==> config.mk <==
export PLATFORM = sky130hd
export DESIGN_NAME = fence_gated_slot_pool
export DESIGN_NICKNAME = d
export VERILOG_FILES = /design/src/hdl/fgsp_pkg.sv /design/src/hdl/fgsp_ram.sv /design/src/hdl/fgsp_rem.sv /design/src/hdl/fence_gated_slot_pool.sv
export VERILOG_INCLUDE_DIRS = /design/src /design/src/hdl
export SDC_FILE = /design/constraint.sdc
export NUM_CORES = 2
export LEC_CHECK = 0
export BUFFER_PORTS_ARGS = -buffer_cell sky130_fd_sc_hd__buf_2
export CAP_MARGIN = 40
export CELL_PAD_IN_SITES_DETAIL_PLACEMENT = 1
export CELL_PAD_IN_SITES_GLOBAL_PLACEMENT = 1
export CORE_MARGIN = 5
export CORE_UTILIZATION = 50
export DETAILED_ROUTE_END_ITERATION = 8
export HOLD_SLACK_MARGIN = 0.03
export MAX_ROUTING_LAYER = met4
export PLACE_DENSITY = 0.81
export SYNTH_ARGS = -nofsm -noshare
export SYNTH_HDL_FRONTEND = slang
export SYNTH_SLANG_ARGS = --single-unit
==> constraint.sdc <==
create_clock -name clk_i -period 8.03 [get_ports clk_i]
set_input_delay 2.0075 -clock clk_i [delete_from_list [all_inputs] [get_ports clk_i]]
set_output_delay 2.0075 -clock clk_i [all_outputs]
set_load 0.005 [all_outputs]
==> src/hdl/fence_gated_slot_pool_defines.svh <==
// Assertion macros shared by the slot pool modules.
// Needs clk_i and rst_ni in the scope of the module that uses them.
`ifndef FENCE_GATED_SLOT_POOL_DEFINES_SVH
`define FENCE_GATED_SLOT_POOL_DEFINES_SVH

// Check a property on every rising edge outside of reset.
`define FGSP_ASSERT(lbl, prop, msg) \
  lbl: assert property (@(posedge clk_i) disable iff (!rst_ni) prop) else $error(msg);

// Check a property on every rising edge, reset included.
`define FGSP_ASSERT_ALWAYS(lbl, prop, msg) \
  lbl: assert property (@(posedge clk_i) prop) else $error(msg);

`endif

==> src/hdl/fgsp_pkg.sv <==
// Shared types and constants of the fence-gated slot pool.
// No dependencies; imported by fgsp_rem and the top level.
package fgsp_pkg;

  localparam int MaxEntries = 64;
  localparam int IdxW       = $clog2(MaxEntries);
  localparam int CntW       = $clog2(MaxEntries + 1);
  localparam int FenceW     = 64;
  localparam int CtrW       = 32;
  localparam logic [CntW-1:0] InitEntriesRst = CntW'(4);

  typedef enum logic [1:0] {
    ActAcquire = 2'd0,
    ActRelease = 2'd1,
    ActClear   = 2'd2,
    ActStart   = 2'd3
  } fgsp_action_e;

  typedef enum logic [1:0] {
    StOk       = 2'd0,
    StAcqFail  = 2'd1,
    StBadIndex = 2'd2
  } fgsp_status_e;

  typedef struct packed {
    fgsp_action_e        action;
    logic [FenceW-1:0]   fence_value;
    logic [IdxW-1:0]     slot_in;
  } fgsp_req_t;

  typedef struct packed {
    fgsp_status_e        status;
    logic [IdxW-1:0]     slot_out;
    logic                grew;
    logic [CntW-1:0]     total_count;
    logic [CntW-1:0]     busy_count;
  } fgsp_rsp_t;

endpackage

==> src/hdl/fgsp_ram.sv <==
// Generic single-write, single-read RAM with registered read data.
// No dependencies.
module fgsp_ram #(
  parameter int Width = 8,
  parameter int Depth = 16
) (
  input  logic                     clk_i,
  input  logic                     we_i,
  input  logic [$clog2(Depth)-1:0] waddr_i,
  input  logic [Width-1:0]         wdata_i,
  input  logic [$clog2(Depth)-1:0] raddr_i,
  output logic [Width-1:0]         rdata_o
);

  logic [Width-1:0] mem_q [Depth];

  // Write on enable, register the read word every cycle
  always_ff @(posedge clk_i) begin
    if (we_i) begin
      mem_q[waddr_i] <= wdata_i;
    end
    rdata_o <= mem_q[raddr_i];
  end

endmodule

==> src/hdl/fgsp_rem.sv <==
// Bit-serial remainder unit: rotate counter modulo the pool size.
// Depends on fgsp_pkg and the assertion macro header.
`include "fence_gated_slot_pool_defines.svh"
module fgsp_rem (
  input  logic                      clk_i,
  input  logic                      rst_ni,
  input  logic                      start_i,
  input  logic [fgsp_pkg::CtrW-1:0] dividend_i,
  input  logic [fgsp_pkg::CntW-1:0] divisor_i,
  output logic                      done_o,
  output logic [fgsp_pkg::IdxW-1:0] rem_o
);
  import fgsp_pkg::*;

  localparam int StepW = $clog2(CtrW);

  logic             run_q;
  logic [StepW-1:0] step_q;
  logic [CtrW-1:0]  dvd_q;
  logic [CntW-1:0]  dvs_q;
  logic [CntW-1:0]  r_q;
  logic [CntW:0]    trial;
  logic [CntW-1:0]  r_d;

  // Shift in one dividend bit, subtract the divisor when it fits
  always_comb begin
    trial = {r_q, dvd_q[CtrW-1]};
    if (trial >= {1'b0, dvs_q}) begin
      r_d = CntW'(trial - {1'b0, dvs_q});
    end else begin
      r_d = CntW'(trial);
    end
  end

  // Sequence one bit per cycle, MSB first
  always_ff @(posedge clk_i or negedge rst_ni) begin
    if (!rst_ni) begin
      run_q  <= 1'b0;
      step_q <= '0;
      done_o <= 1'b0;
      dvd_q  <= '0;
      dvs_q  <= '0;
      r_q    <= '0;
    end else begin
      done_o <= 1'b0;
      if (start_i) begin
        run_q  <= 1'b1;
        step_q <= StepW'(CtrW - 1);
        dvd_q  <= dividend_i;
        dvs_q  <= divisor_i;
        r_q    <= '0;
      end else if (run_q) begin
        r_q   <= r_d;
        dvd_q <= {dvd_q[CtrW-2:0], 1'b0};
        if (step_q == '0) begin
          run_q  <= 1'b0;
          done_o <= 1'b1;
        end else begin
          step_q <= step_q - StepW'(1);
        end
      end
    end
  end

  assign rem_o = r_q[IdxW-1:0];

  `FGSP_ASSERT(a_rem_below_divisor, done_o |-> (r_q < dvs_q), "remainder not below divisor")
  `FGSP_ASSERT(a_no_instant_done, start_i |=> !done_o, "remainder done right after start")
  `FGSP_ASSERT(a_done_pulse, done_o |=> !done_o, "remainder done held over two cycles")

endmodule

==> src/hdl/fence_gated_slot_pool.sv <==
// Top level of the fence-gated slot pool: command decode, slot scan sequencer,
// busy flags and fence store. Depends on fgsp_pkg, fgsp_ram, fgsp_rem and the macro header.
//
// Usage:
//   A command beat (req_i: action, fence_value, slot_in) is taken at a rising
//   edge with start high and busy low. Each command yields one result beat on
//   rsp_o, marked by done_o for exactly one cycle; the receiver must take it.
//   initial_entries is written through cfg_we_i/cfg_wdata_i while idle.
// Command flow:
//   Release, clear and start answer in the cycle after the command; busy stays low,
//   so a new command may be issued every cycle.
//   Acquire on an empty pool answers in the cycle after the command. Otherwise each
//   pass runs the bit-serial remainder unit (rotate counter modulo pool size)
//   and then the scan, which reads one fence word per cycle from the fence RAM
//   and ends the pass on a hit or, once every slot was fetched, on a miss.
//   A failed pass doubles the pool (at most 64 slots) and repeats, until a hit
//   or a miss at 64 slots; busy is high throughout.
// Reset:
//   The pool is empty, the rotate counter is zero and initial_entries is 4.
//   Fence words are tracked by per-slot valid bits, so there is no clearing pass.
`include "fence_gated_slot_pool_defines.svh"
module fence_gated_slot_pool (
  input  logic                        clk_i,
  input  logic                        rst_ni,
  input  logic                        start,
  output logic                        busy,
  input  fgsp_pkg::fgsp_req_t         req_i,
  output logic                        done_o,
  output fgsp_pkg::fgsp_rsp_t         rsp_o,
  input  logic                        cfg_we_i,
  input  logic [fgsp_pkg::CntW-1:0]   cfg_wdata_i
);
  import fgsp_pkg::*;

  typedef enum logic [1:0] {
    SIdle,
    SRem,
    SScan
  } state_e;

  localparam logic [CntW-1:0] MaxCnt = CntW'(MaxEntries);

  state_e                state_q;
  logic [CntW-1:0]       init_q;
  logic [CntW-1:0]       active_q;
  logic [CtrW-1:0]       ctr_q;
  logic [MaxEntries-1:0] busy_flags_q;
  logic [MaxEntries-1:0] fvalid_q;
  logic [CntW-1:0]       busy_cnt_q;
  logic [CntW-1:0]       size_q;
  logic [FenceW-1:0]     fence_q;
  logic [IdxW-1:0]       idx_q;
  logic [CntW-1:0]       issue_q;
  logic                  pend_q;
  logic [IdxW-1:0]       pend_idx_q;
  logic                  grew_q;
  logic                  done_q;
  fgsp_rsp_t             rsp_q;

  logic                  accept;
  logic                  rel_ok;
  logic                  ram_we;
  logic [FenceW-1:0]     ram_rdata;
  logic [FenceW-1:0]     cmp_fence;
  logic                  hit;
  logic                  issuing;
  logic                  exhausted;
  logic [CntW:0]         dbl;
  logic [CntW-1:0]       grow_size;
  logic [CntW-1:0]       start_tgt;
  logic                  rem_start;
  logic [CntW-1:0]       rem_dvs;
  logic                  rem_done;
  logic [IdxW-1:0]       rem_val;
  logic [MaxEntries-1:0] live_mask;

  // Mark slots lo..hi-1
  function automatic logic [MaxEntries-1:0] span_mask(logic [CntW-1:0] lo,
                                                      logic [CntW-1:0] hi);
    logic [MaxEntries-1:0] m;
    m = '0;
    for (int i = 0; i < MaxEntries; i++) begin
      m[i] = (CntW'(i) >= lo) && (CntW'(i) < hi);
    end
    return m;
  endfunction

  assign busy   = (state_q != SIdle);
  assign accept = start && !busy;
  assign rel_ok = ({1'b0, req_i.slot_in} < active_q);
  assign ram_we = accept && (req_i.action == ActRelease) && rel_ok;

  // Compare the fetched fence of the pending slot
  assign cmp_fence = fvalid_q[pend_idx_q] ? ram_rdata : '0;
  assign hit       = pend_q && !busy_flags_q[pend_idx_q] && (cmp_fence <= fence_q);
  assign issuing   = (issue_q < size_q);
  assign exhausted = !hit && !pend_q && !issuing;

  // Double the pool size, capped
  assign dbl       = {size_q, 1'b0};
  assign grow_size = (dbl > {1'b0, MaxCnt}) ? MaxCnt : CntW'(dbl);
  assign start_tgt = (init_q > MaxCnt) ? MaxCnt : init_q;

  // Launch a remainder pass on acquire into a non-empty pool or on a retry after growth
  always_comb begin
    rem_start = 1'b0;
    rem_dvs   = active_q;
    if (accept && (req_i.action == ActAcquire) && (active_q != '0)) begin
      rem_start = 1'b1;
    end else if ((state_q == SScan) && exhausted && (size_q < MaxCnt)) begin
      rem_start = 1'b1;
      rem_dvs   = grow_size;
    end
  end

  assign live_mask = span_mask('0, active_q);

  fgsp_ram #(
    .Width (FenceW),
    .Depth (MaxEntries)
  ) u_fence_ram (
    .clk_i   (clk_i),
    .we_i    (ram_we),
    .waddr_i (req_i.slot_in),
    .wdata_i (req_i.fence_value),
    .raddr_i (idx_q),
    .rdata_o (ram_rdata)
  );

  fgsp_rem u_rem (
    .clk_i      (clk_i),
    .rst_ni     (rst_ni),
    .start_i    (rem_start),
    .dividend_i (ctr_q),
    .divisor_i  (rem_dvs),
    .done_o     (rem_done),
    .rem_o      (rem_val)
  );

  // Hold state, pool contents and the result beat
  always_ff @(posedge clk_i or negedge rst_ni) begin
    if (!rst_ni) begin
      state_q      <= SIdle;
      init_q       <= InitEntriesRst;
      active_q     <= '0;
      ctr_q        <= '0;
      busy_flags_q <= '0;
      fvalid_q     <= '0;
      busy_cnt_q   <= '0;
      size_q       <= '0;
      fence_q      <= '0;
      idx_q        <= '0;
      issue_q      <= '0;
      pend_q       <= 1'b0;
      pend_idx_q   <= '0;
      grew_q       <= 1'b0;
      done_q       <= 1'b0;
      rsp_q        <= '0;
    end else begin
      done_q <= 1'b0;
      if (cfg_we_i) begin
        init_q <= cfg_wdata_i;
      end
      if (rem_start) begin
        ctr_q <= ctr_q + CtrW'(1);
      end
      unique case (state_q)
        SIdle: begin
          if (accept) begin
            unique case (req_i.action)
              ActAcquire: begin
                if (active_q == '0) begin
                  done_q <= 1'b1;
                  rsp_q  <= '{StAcqFail, '0, 1'b0, active_q, busy_cnt_q};
                end else begin
                  fence_q <= req_i.fence_value;
                  size_q  <= active_q;
                  grew_q  <= 1'b0;
                  state_q <= SRem;
                end
              end
              ActRelease: begin
                done_q <= 1'b1;
                if (!rel_ok) begin
                  rsp_q <= '{StBadIndex, '0, 1'b0, active_q, busy_cnt_q};
                end else begin
                  fvalid_q[req_i.slot_in]     <= 1'b1;
                  busy_flags_q[req_i.slot_in] <= 1'b0;
                  if (busy_flags_q[req_i.slot_in]) begin
                    busy_cnt_q <= busy_cnt_q - CntW'(1);
                    rsp_q <= '{StOk, '0, 1'b0, active_q, busy_cnt_q - CntW'(1)};
                  end else begin
                    rsp_q <= '{StOk, '0, 1'b0, active_q, busy_cnt_q};
                  end
                end
              end
              ActClear: begin
                done_q       <= 1'b1;
                active_q     <= '0;
                busy_flags_q <= '0;
                busy_cnt_q   <= '0;
                rsp_q        <= '{StOk, '0, 1'b0, '0, '0};
              end
              ActStart: begin
                done_q <= 1'b1;
                if (start_tgt > active_q) begin
                  fvalid_q <= fvalid_q & ~span_mask(active_q, start_tgt);
                  active_q <= start_tgt;
                  rsp_q    <= '{StOk, '0, 1'b0, start_tgt, busy_cnt_q};
                end else begin
                  rsp_q    <= '{StOk, '0, 1'b0, active_q, busy_cnt_q};
                end
              end
              default: ;
            endcase
          end
        end
        SRem: begin
          if (rem_done) begin
            idx_q   <= rem_val;
            issue_q <= '0;
            pend_q  <= 1'b0;
            state_q <= SScan;
          end
        end
        SScan: begin
          if (hit) begin
            // Grant the first eligible slot
            busy_flags_q[pend_idx_q] <= 1'b1;
            busy_cnt_q <= busy_cnt_q + CntW'(1);
            done_q     <= 1'b1;
            rsp_q      <= '{StOk, pend_idx_q, grew_q, active_q, busy_cnt_q + CntW'(1)};
            state_q    <= SIdle;
          end else if (exhausted) begin
            if (size_q >= MaxCnt) begin
              done_q  <= 1'b1;
              rsp_q   <= '{StAcqFail, '0, grew_q, active_q, busy_cnt_q};
              state_q <= SIdle;
            end else begin
              // Grow the pool with fresh slots and retry
              fvalid_q <= fvalid_q & ~span_mask(size_q, grow_size);
              active_q <= grow_size;
              size_q   <= grow_size;
              grew_q   <= 1'b1;
              state_q  <= SRem;
            end
          end else begin
            // Advance the fetch pointer around the pool
            pend_q     <= issuing;
            pend_idx_q <= idx_q;
            if (issuing) begin
              issue_q <= issue_q + CntW'(1);
              if ({1'b0, idx_q} == size_q - CntW'(1)) begin
                idx_q <= '0;
              end else begin
                idx_q <= idx_q + IdxW'(1);
              end
            end
          end
        end
        default: state_q <= SIdle;
      endcase
    end
  end

  assign done_o = done_q;
  assign rsp_o  = rsp_q;

  `FGSP_ASSERT(a_busy_count,
               $countones(busy_flags_q) == int'(busy_cnt_q),
               "busy count mismatch")
  `FGSP_ASSERT(a_busy_in_pool, (busy_flags_q & ~live_mask) == '0, "busy slot outside pool")
  `FGSP_ASSERT(a_fail_slot_zero,
               (done_o && (rsp_o.status != StOk)) |-> (rsp_o.slot_out == '0),
               "slot set on failed beat")
  `FGSP_ASSERT(a_scan_in_pool,
               (state_q == SScan) |-> ({1'b0, idx_q} < size_q),
               "scan pointer outside pool")
  `FGSP_ASSERT_ALWAYS(a_idle_in_reset, !rst_ni |-> !busy, "busy during reset")

endmodule

Yosys cells after proc, flatten, opt, wreduce, memory -nomap -nowiden:

Memory sizes are Yosys's and may differ from the RTL's. A register that Yosys moved wholly into a read port is not among the register bits.
Cells that the tools add are included.

* register bits after elaboration: 352
* memory bits (writable): 4096
* logic and storage cells: 619
* input port bits: 83
* output and inout bits: 25
* memories: 1

Memory list
* u_fence_ram.mem_q: words 64, width 64, read ports 1, clocked after Yosys merged registers in 1, wr ports 1, line fgsp_ram.sv:15 `logic [Width-1:0] mem_q [Depth];`

* add/subtract/negate cells: 8
* multiplexer cells: 110
* order comparisons: 269
* reduce and logical (&&, ||, !) cells: 168
* equal/unequal tests: 26
* bitwise operators: 11

Operators by type and width (number)
* 2-to-1 mux 64 bit: 10
* one-hot mux 64 bit (2 select lines): 4
* >= comparator 6 x 7 -> 1 bit, first input constant: 64
* < comparator 6 x 7 -> 1 bit, first input constant: 64
* >= comparator 5 x 7 -> 1 bit, first input constant: 32
* < comparator 5 x 7 -> 1 bit, first input constant: 32
* bitwise AND 64 bit: 3
* inverter 64 bit: 3
* 2-to-1 mux 7 bit: 24
* logical AND 1 bit: 141
* 2-to-1 mux 23 bit: 6
* bitwise OR 64 bit: 2
* >= comparator 4 x 7 -> 1 bit, first input constant: 16
* < comparator 4 x 7 -> 1 bit, first input constant: 16
* one-hot mux 23 bit (4 select lines): 1
* one-hot mux 7 bit (2 select lines): 6
* less-or-equal comparator 64 bit: 1
* 2-to-1 mux 32 bit: 2
* >= comparator 3 x 7 -> 1 bit, first input constant: 8
* < comparator 3 x 7 -> 1 bit, first input constant: 8
* one-hot mux 23 bit (2 select lines): 1
* adder 32 x 1 -> 32 bit, second input constant: 1
* 2-to-1 mux 1 bit: 30
* 2-to-1 mux 6 bit: 5
* 50 further kinds: 112

Depth between registers and ports, before layout:

* word-level depth: 14
* mapped depth: 26
* mapped depth without buffers: 20

Hierarchy:

A second synthesis with hierarchy kept.

* cells, all modules: 9358
* area, all modules: 179789.9 sq um

By module, submodules not included
* fgsp_ram: cells an instance 6618, times used 1, area each 156435.0 sq um, sequential area each 124279.2 sq um
* fence_gated_slot_pool: cells an instance 2453, times used 1, area each 20577.2 sq um, sequential area each 7483.4 sq um
* fgsp_rem: cells an instance 287, times used 1, area each 2777.7 sq um, sequential area each 1326.3 sq um

Worst setup path after synthesis:

No wires, ideal clock.

* path kind: input to register
* from: input req_i[0] (netlist bit)
* to: memory u_fence_ram.mem_q[32][0] (netlist bit), enable pin
* slack: -0.796 ns
* cell stages on the path: 11
* data required time: 7.465 ns
* data arrival time: 8.262 ns
* setup time: 0.565 ns
* buffers on the path: 4
* cell sequence: buf_2 -> buf_2 -> nand2b_1 -> a21o_1 -> a21o_1 -> a21oi_1 -> o211ai_2 -> or2_2 -> buf_2 -> buf_1 -> nor3_1

* cells in the longest elaborated chain, start to end: 4

Ends and longest elaborated chain
* start, declared: line fence_gated_slot_pool.sv:27 `input fgsp_pkg::fgsp_req_t req_i,`
* < comparator 6 x 7 -> 1 bit: line fence_gated_slot_pool.sv:90 `assign rel_ok = ({1'b0, req_i.slot_in} < active_q);`
* logical AND 1 bit: line fence_gated_slot_pool.sv:91 `assign ram_we = accept && (req_i.action == ActRelease) && rel_ok;`
* 2-to-1 mux 1 bit: line fgsp_ram.sv:19 `if (we_i) begin`
* 2-to-1 mux 1 bit (implied by the code): line fgsp_ram.sv:20 `mem_q[waddr_i] <= wdata_i;`
* end, declared: line fgsp_ram.sv:15

Parallel ways exist; a longest one is shown, timed or not.

Worst setup path in the final report:

* from: register pend_idx_q[2]
* to: register rsp_q, in the netlist rsp_o[12]

* cells in the longest elaborated chain, start to end: 10
* elaborated cells on any way between the ends: 17
* classes of those cells: order compare: 1; eq/ne: 2; mux: 7; reduce/logical: 7

Ends and longest elaborated chain
* start, declared: line fence_gated_slot_pool.sv:55 `logic [IdxW-1:0] pend_idx_q;`
* start signal, assigned: line fence_gated_slot_pool.sv:250 `pend_idx_q <= idx_q;`
* binary-select mux 1 bit (select 6 bit), on equally long branches: line fence_gated_slot_pool.sv:94, fence_gated_slot_pool.sv:95
* 2-to-1 mux 1 bit, on equally long branches: line fence_gated_slot_pool.sv:94, fence_gated_slot_pool.sv:95
* 2-to-1 mux 64 bit / logical NOT 1 bit (equally long branches): line fence_gated_slot_pool.sv:94, fence_gated_slot_pool.sv:95
* less-or-equal comparator 64 bit / logical AND 1 bit (equally long branches): line fence_gated_slot_pool.sv:95 `assign hit = pend_q && !busy_flags_q[pend_idx_q] && (cmp_fence <= fence_q);`
* logical AND 1 bit (*): line fence_gated_slot_pool.sv:95
* logical NOT 1 bit: line fence_gated_slot_pool.sv:97 `assign exhausted = !hit && !pend_q && !issuing;`
* logical AND 1 bit (2 in a row): line fence_gated_slot_pool.sv:97
* inequality test 3 bit (no line)
* AND reduction 5 bit (no line)
* end signal, assigned: line fence_gated_slot_pool.sv:174 `rsp_q <= '{StAcqFail, '0, 1'b0, active_q, busy_cnt_q};`
* end signal, assigned: line fence_gated_slot_pool.sv:185 `rsp_q <= '{StBadIndex, '0, 1'b0, active_q, busy_cnt_q};`
* end signal, assigned: line fence_gated_slot_pool.sv:191 `rsp_q <= '{StOk, '0, 1'b0, active_q, busy_cnt_q - CntW'(1)};`
* end, declared: line fence_gated_slot_pool.sv:58 `fgsp_rsp_t rsp_q;`

Mark *: on every way between the ends. The rest lies on a longest branch, timed or not. The select of a mux whose other input is x is not followed.
A chain may end at the register's enable or synchronous reset.

==> summary.txt <==
Detailed routing
  • Drt pass-1 iters: 7
  • Iter 0 DRT Violations: 17,255
  • Antenna Nets Post-Route: 0
  • Vias per std cell: 7.177
  • Residual DRC: 0
  • WL/cell: 43.08 um
  • Vias: 101,458
  • WL final: 608.9 mm

Pwr
  • Clock share of power: 0.361
  • PwrDens: 292.6 nW/um2
  • Sw power: 0.01670 W
  • Leakage: 64.95 nW
  • Overall power: 0.05952 W
  • Max VDD drop: 0.2316 mV
  • Power share of the sequential group: 0.452
  • Comb pwr share: 0.187
  • Int Pwr: 0.04282 W
  • Switch share: 0.2806

Finish
  • Commonest non-fill, non-tap cell in the layout: edfxtp_1
  • Finished Layout Cells: 14,136
  • Final #Nets: 9,167
  • Filler cells: 30,136
  • Area grow syn2layout: 13.46%
  • Share of layout cells above drive strength 1: 0.2789
  • Commonest non-fill, non-tap cells in the layout: 4,096 x edfxtp_1, 1,357 x mux4_2, 441 x clkbuf_16

GRT
  • GR Util All Layers: 0.3348
  • Initial antenna violation count: 32
  • Grt total ovfl: 0
  • Vias in the first global route: 103,657
  • Pin count of the biggest net entering global routing: 162
  • First-pass GRT wire length: 850.5 mm

Synth
  • Largest family of logic cells by synthesized area: multiplexers
  • Yosys reg bits: 4,512
  • Register area share after synthesis: 0.7423
  • Syn Nets: 8,777
  • Fraction of registers with async set/reset: 0.07801
  • Synthesized area per cell: 20.86 um2
  • Xor-xnor portion of the synthesized cell area: 0.002443
  • Number of flops mapped to enable cells by yosys: 4,096
  • Multiplexer share of the synthesized area: 0.1766
  • Cell count after synthesis: 8,594
  • Post-synthesis compound-gate area fraction: 0.03316
  • Ys Warns: 0
  • Post-synthesis simple-gate area fraction: 0.02439
  • Adder-cell share of the synthesized area: 0.007021
  • Cell area after synthesis: 179,300 um2
  • Yosys cell types: 98
  • Prevailing post-synth register cell: edfxtp_1

Worst setup path
  • R2r setup slk: 0.64 ns
  • CP required: 8.88 ns
  • R2r endpoint: rsp_o[12]
  • Worst R2R Start: pend_idx_q[2]
  • Cell depth of the worst flop-to-flop path: 25
  • CP Class: reg2reg
  • Maximum fanout along the worst path: 52
  • Worst EP arrival: 8.24 ns
  • Worst setup EP type: flip-flop
  • Critical path startpoint category: flip-flop

Job
  • Max Cap Viol: 0

Clock tree
  • Clk_lat worst skew: 1.03 ns
  • Clk pin slew, worst setup/hold paths: 0.06 ns
  • CTS Sinks: 4,512
  • Max H-tree Level: 5
  • Num CTS Buffers: 434
  • CTS tree: built
  • CTS max path bufs: 4
  • Post-CTS Setup Bufs: 0
  • Clock root buffer: clkbuf_16
  • CTS resizes: 0
  • CTS Hold Buffers Added: 0

Run status
  • Status: finished clean

Timing
  • Worst Tran Pin Value: 1.195 ns
  • Fin Setup TNS: 0 ns
  • Max_slew headroom: 0.2031
  • Final Hold Violating Endpoints: 0
  • Tmin final: 7.388 ns
  • Max-slew violation count: 0
  • Peak Freq: 0.1354 GHz
  • Period utilization: 0.9200
  • RSZ-0062 raised after global routing: false
  • Final setup vio count: 0
  • Clk_skew: 0.06091 ns

Min path
  • Hold Path End: rsp_o[22]
  • Hold_sp: rsp_o[22]
  • Hold path cells: 1
  • HP Class: reg2reg

Placed design
  • Port bufs: 107
  • DP HPWL: 305.4 mm
  • Post-Place Cells: 13,281
  • Routability Congestion: 0.9612

Floorplanning
  • Die Span Y: 608.8 um
  • Total die area: 370,700 um2
  • Row cnt: 219
  • Die W: 608.8 um
  • Core ar.: 356,500 um2
  • Initial Util: 0.5029
  • I/O Pins: 108
[area by class of cell]
cell class | instances | area, um2 | share of cell area
Antenna cell | 34 | 85.08 | 0.0004182
Clock buffer | 543 | 11600 | 0.05702
Clock inverter | 260 | 2869 | 0.01410
Inverter | 140 | 538.0 | 0.002645
Multi-Input combinational cell | 3441 | 44170 | 0.2172
Sequential cell | 4512 | 133100 | 0.6543
Tap cell | 4751 | 5944 | 0.02922
Timing Repair Buffer | 455 | 5106 | 0.02510
[worst max-delay path, stage by stage (launching register included)]
cell and delay [ns]:
dfrtp_1 0.66, buf_4 0.43, inv_1 0.10, buf_4 0.23
nor3_2 0.49, nand2_1 0.12, o21ai_0 0.10, a2111oi_0 0.12
a31oi_1 0.21, o211ai_1 0.14, o311ai_4 0.16, buf_4 0.56
and2_1 0.27, ha_1 0.22, nand4_1 0.17, and4bb_2 0.57
nand2_1 0.12, a31oi_1 0.66, nor4b_2 0.14, buf_4 0.23
nor2_1 0.12, buf_4 0.25, o21ai_2 0.12, a21oi_4 0.35
inv_2 0.22, mux2_1 0.36
[per-stage QoR]
step                        util  instance area [um2]  worst slack [ns]  hold slack (ns)
after floorplan                -               179300           -0.7963           0.4151
after global placement    0.5249               187100            0.7196           0.4605
after global routing      0.5706               203400            0.5478           0.4884
after detailed placement  0.5289               188500            0.8942           0.4651
after CTS                 0.5695               203000            0.7009           0.4772
final                     0.5706               203400            0.6425           0.4732
[state kept, by name (all words and copies together) (netlist names), 23 cells and up]
| name | count |
|---|---|
| busy_flags_q | 64 |
| u_rem.dvd_q | 32 |
| ctr_q | 32 |
| fvalid_q | 64 |
| u_fence_ram.rdata_o | 64 |
| fence_q | 64 |
| u_fence_ram.mem_q | 4096 |
| rsp_o | 23 |
[layer usage]
| metal | track usage | part of all wire |
|---|---|---|
| met5 | - | 0 |
| met4 | 0.1716 | 0.062 |
| met3 | 0.08414 | 0.12 |
| met2 | 0.5074 | 0.47 |
| met1 | 0.4235 | 0.34 |
[kinds of logic (layout without fill, tap and decap cells)]
| family | count (synthesis) | count (layout) |
|---|---|---|
| compound gates | 924 | 924 |
| fa+ha+maj | 100 | 100 |
| other cells | 0 | 34 |
| xor+xnor | 50 | 50 |
| buf+inv | 641 | 1398 |
| simple gates | 906 | 906 |
| mux | 1461 | 1461 |
| flops | 4512 | 4512 |
[cells in the mapped netlist (68+ instances only)]
cell	n	share of area
mux4_2	1357	0.17
nor3_1	90	0.0025
nand2_1	285	0.0060
clkbuf_1	347	0.0073
o21ai_0	276	0.0077
inv_1	134	0.0028
ha_1	99	0.0069
nor2_1	207	0.0043
edfxtp_1	4096	0.69
o31ai_1	68	0.0028
nand3_1	69	0.0019
dfrtp_1	351	0.049
a21oi_1	193	0.0054
buf_1	103	0.0022
and2_1	72	0.0025
[worst max path at each step]
stage,startpoint,to,slack (ns)
floorplan,req_i[0],u_fence_ram.mem_q[32][0],-0.80
CTS,pend_idx_q[2],rsp_o[12],0.70
finish,pend_idx_q[2],rsp_o[12],0.64
global placement,pend_idx_q[2],busy_flags_q[41],0.72
global route,pend_idx_q[2],rsp_o[12],0.55
detailed placement,pend_idx_q[2],rsp_o[12],0.89
[power groups by stage]
stage,registers (W),clock network (W),logic [W]
2_1_floorplan,0.0269,0,0.00700
3_3_place_gp,0.0274,0,0.0100
3_5_place_dp,0.0274,0,0.0104
4_1_cts,0.0269,0.0216,0.0109
5_1_grt,0.0269,0.0228,0.0114
6_report,0.0269,0.0215,0.0111
Note: power is estimated with default switching activity, not from simulation.
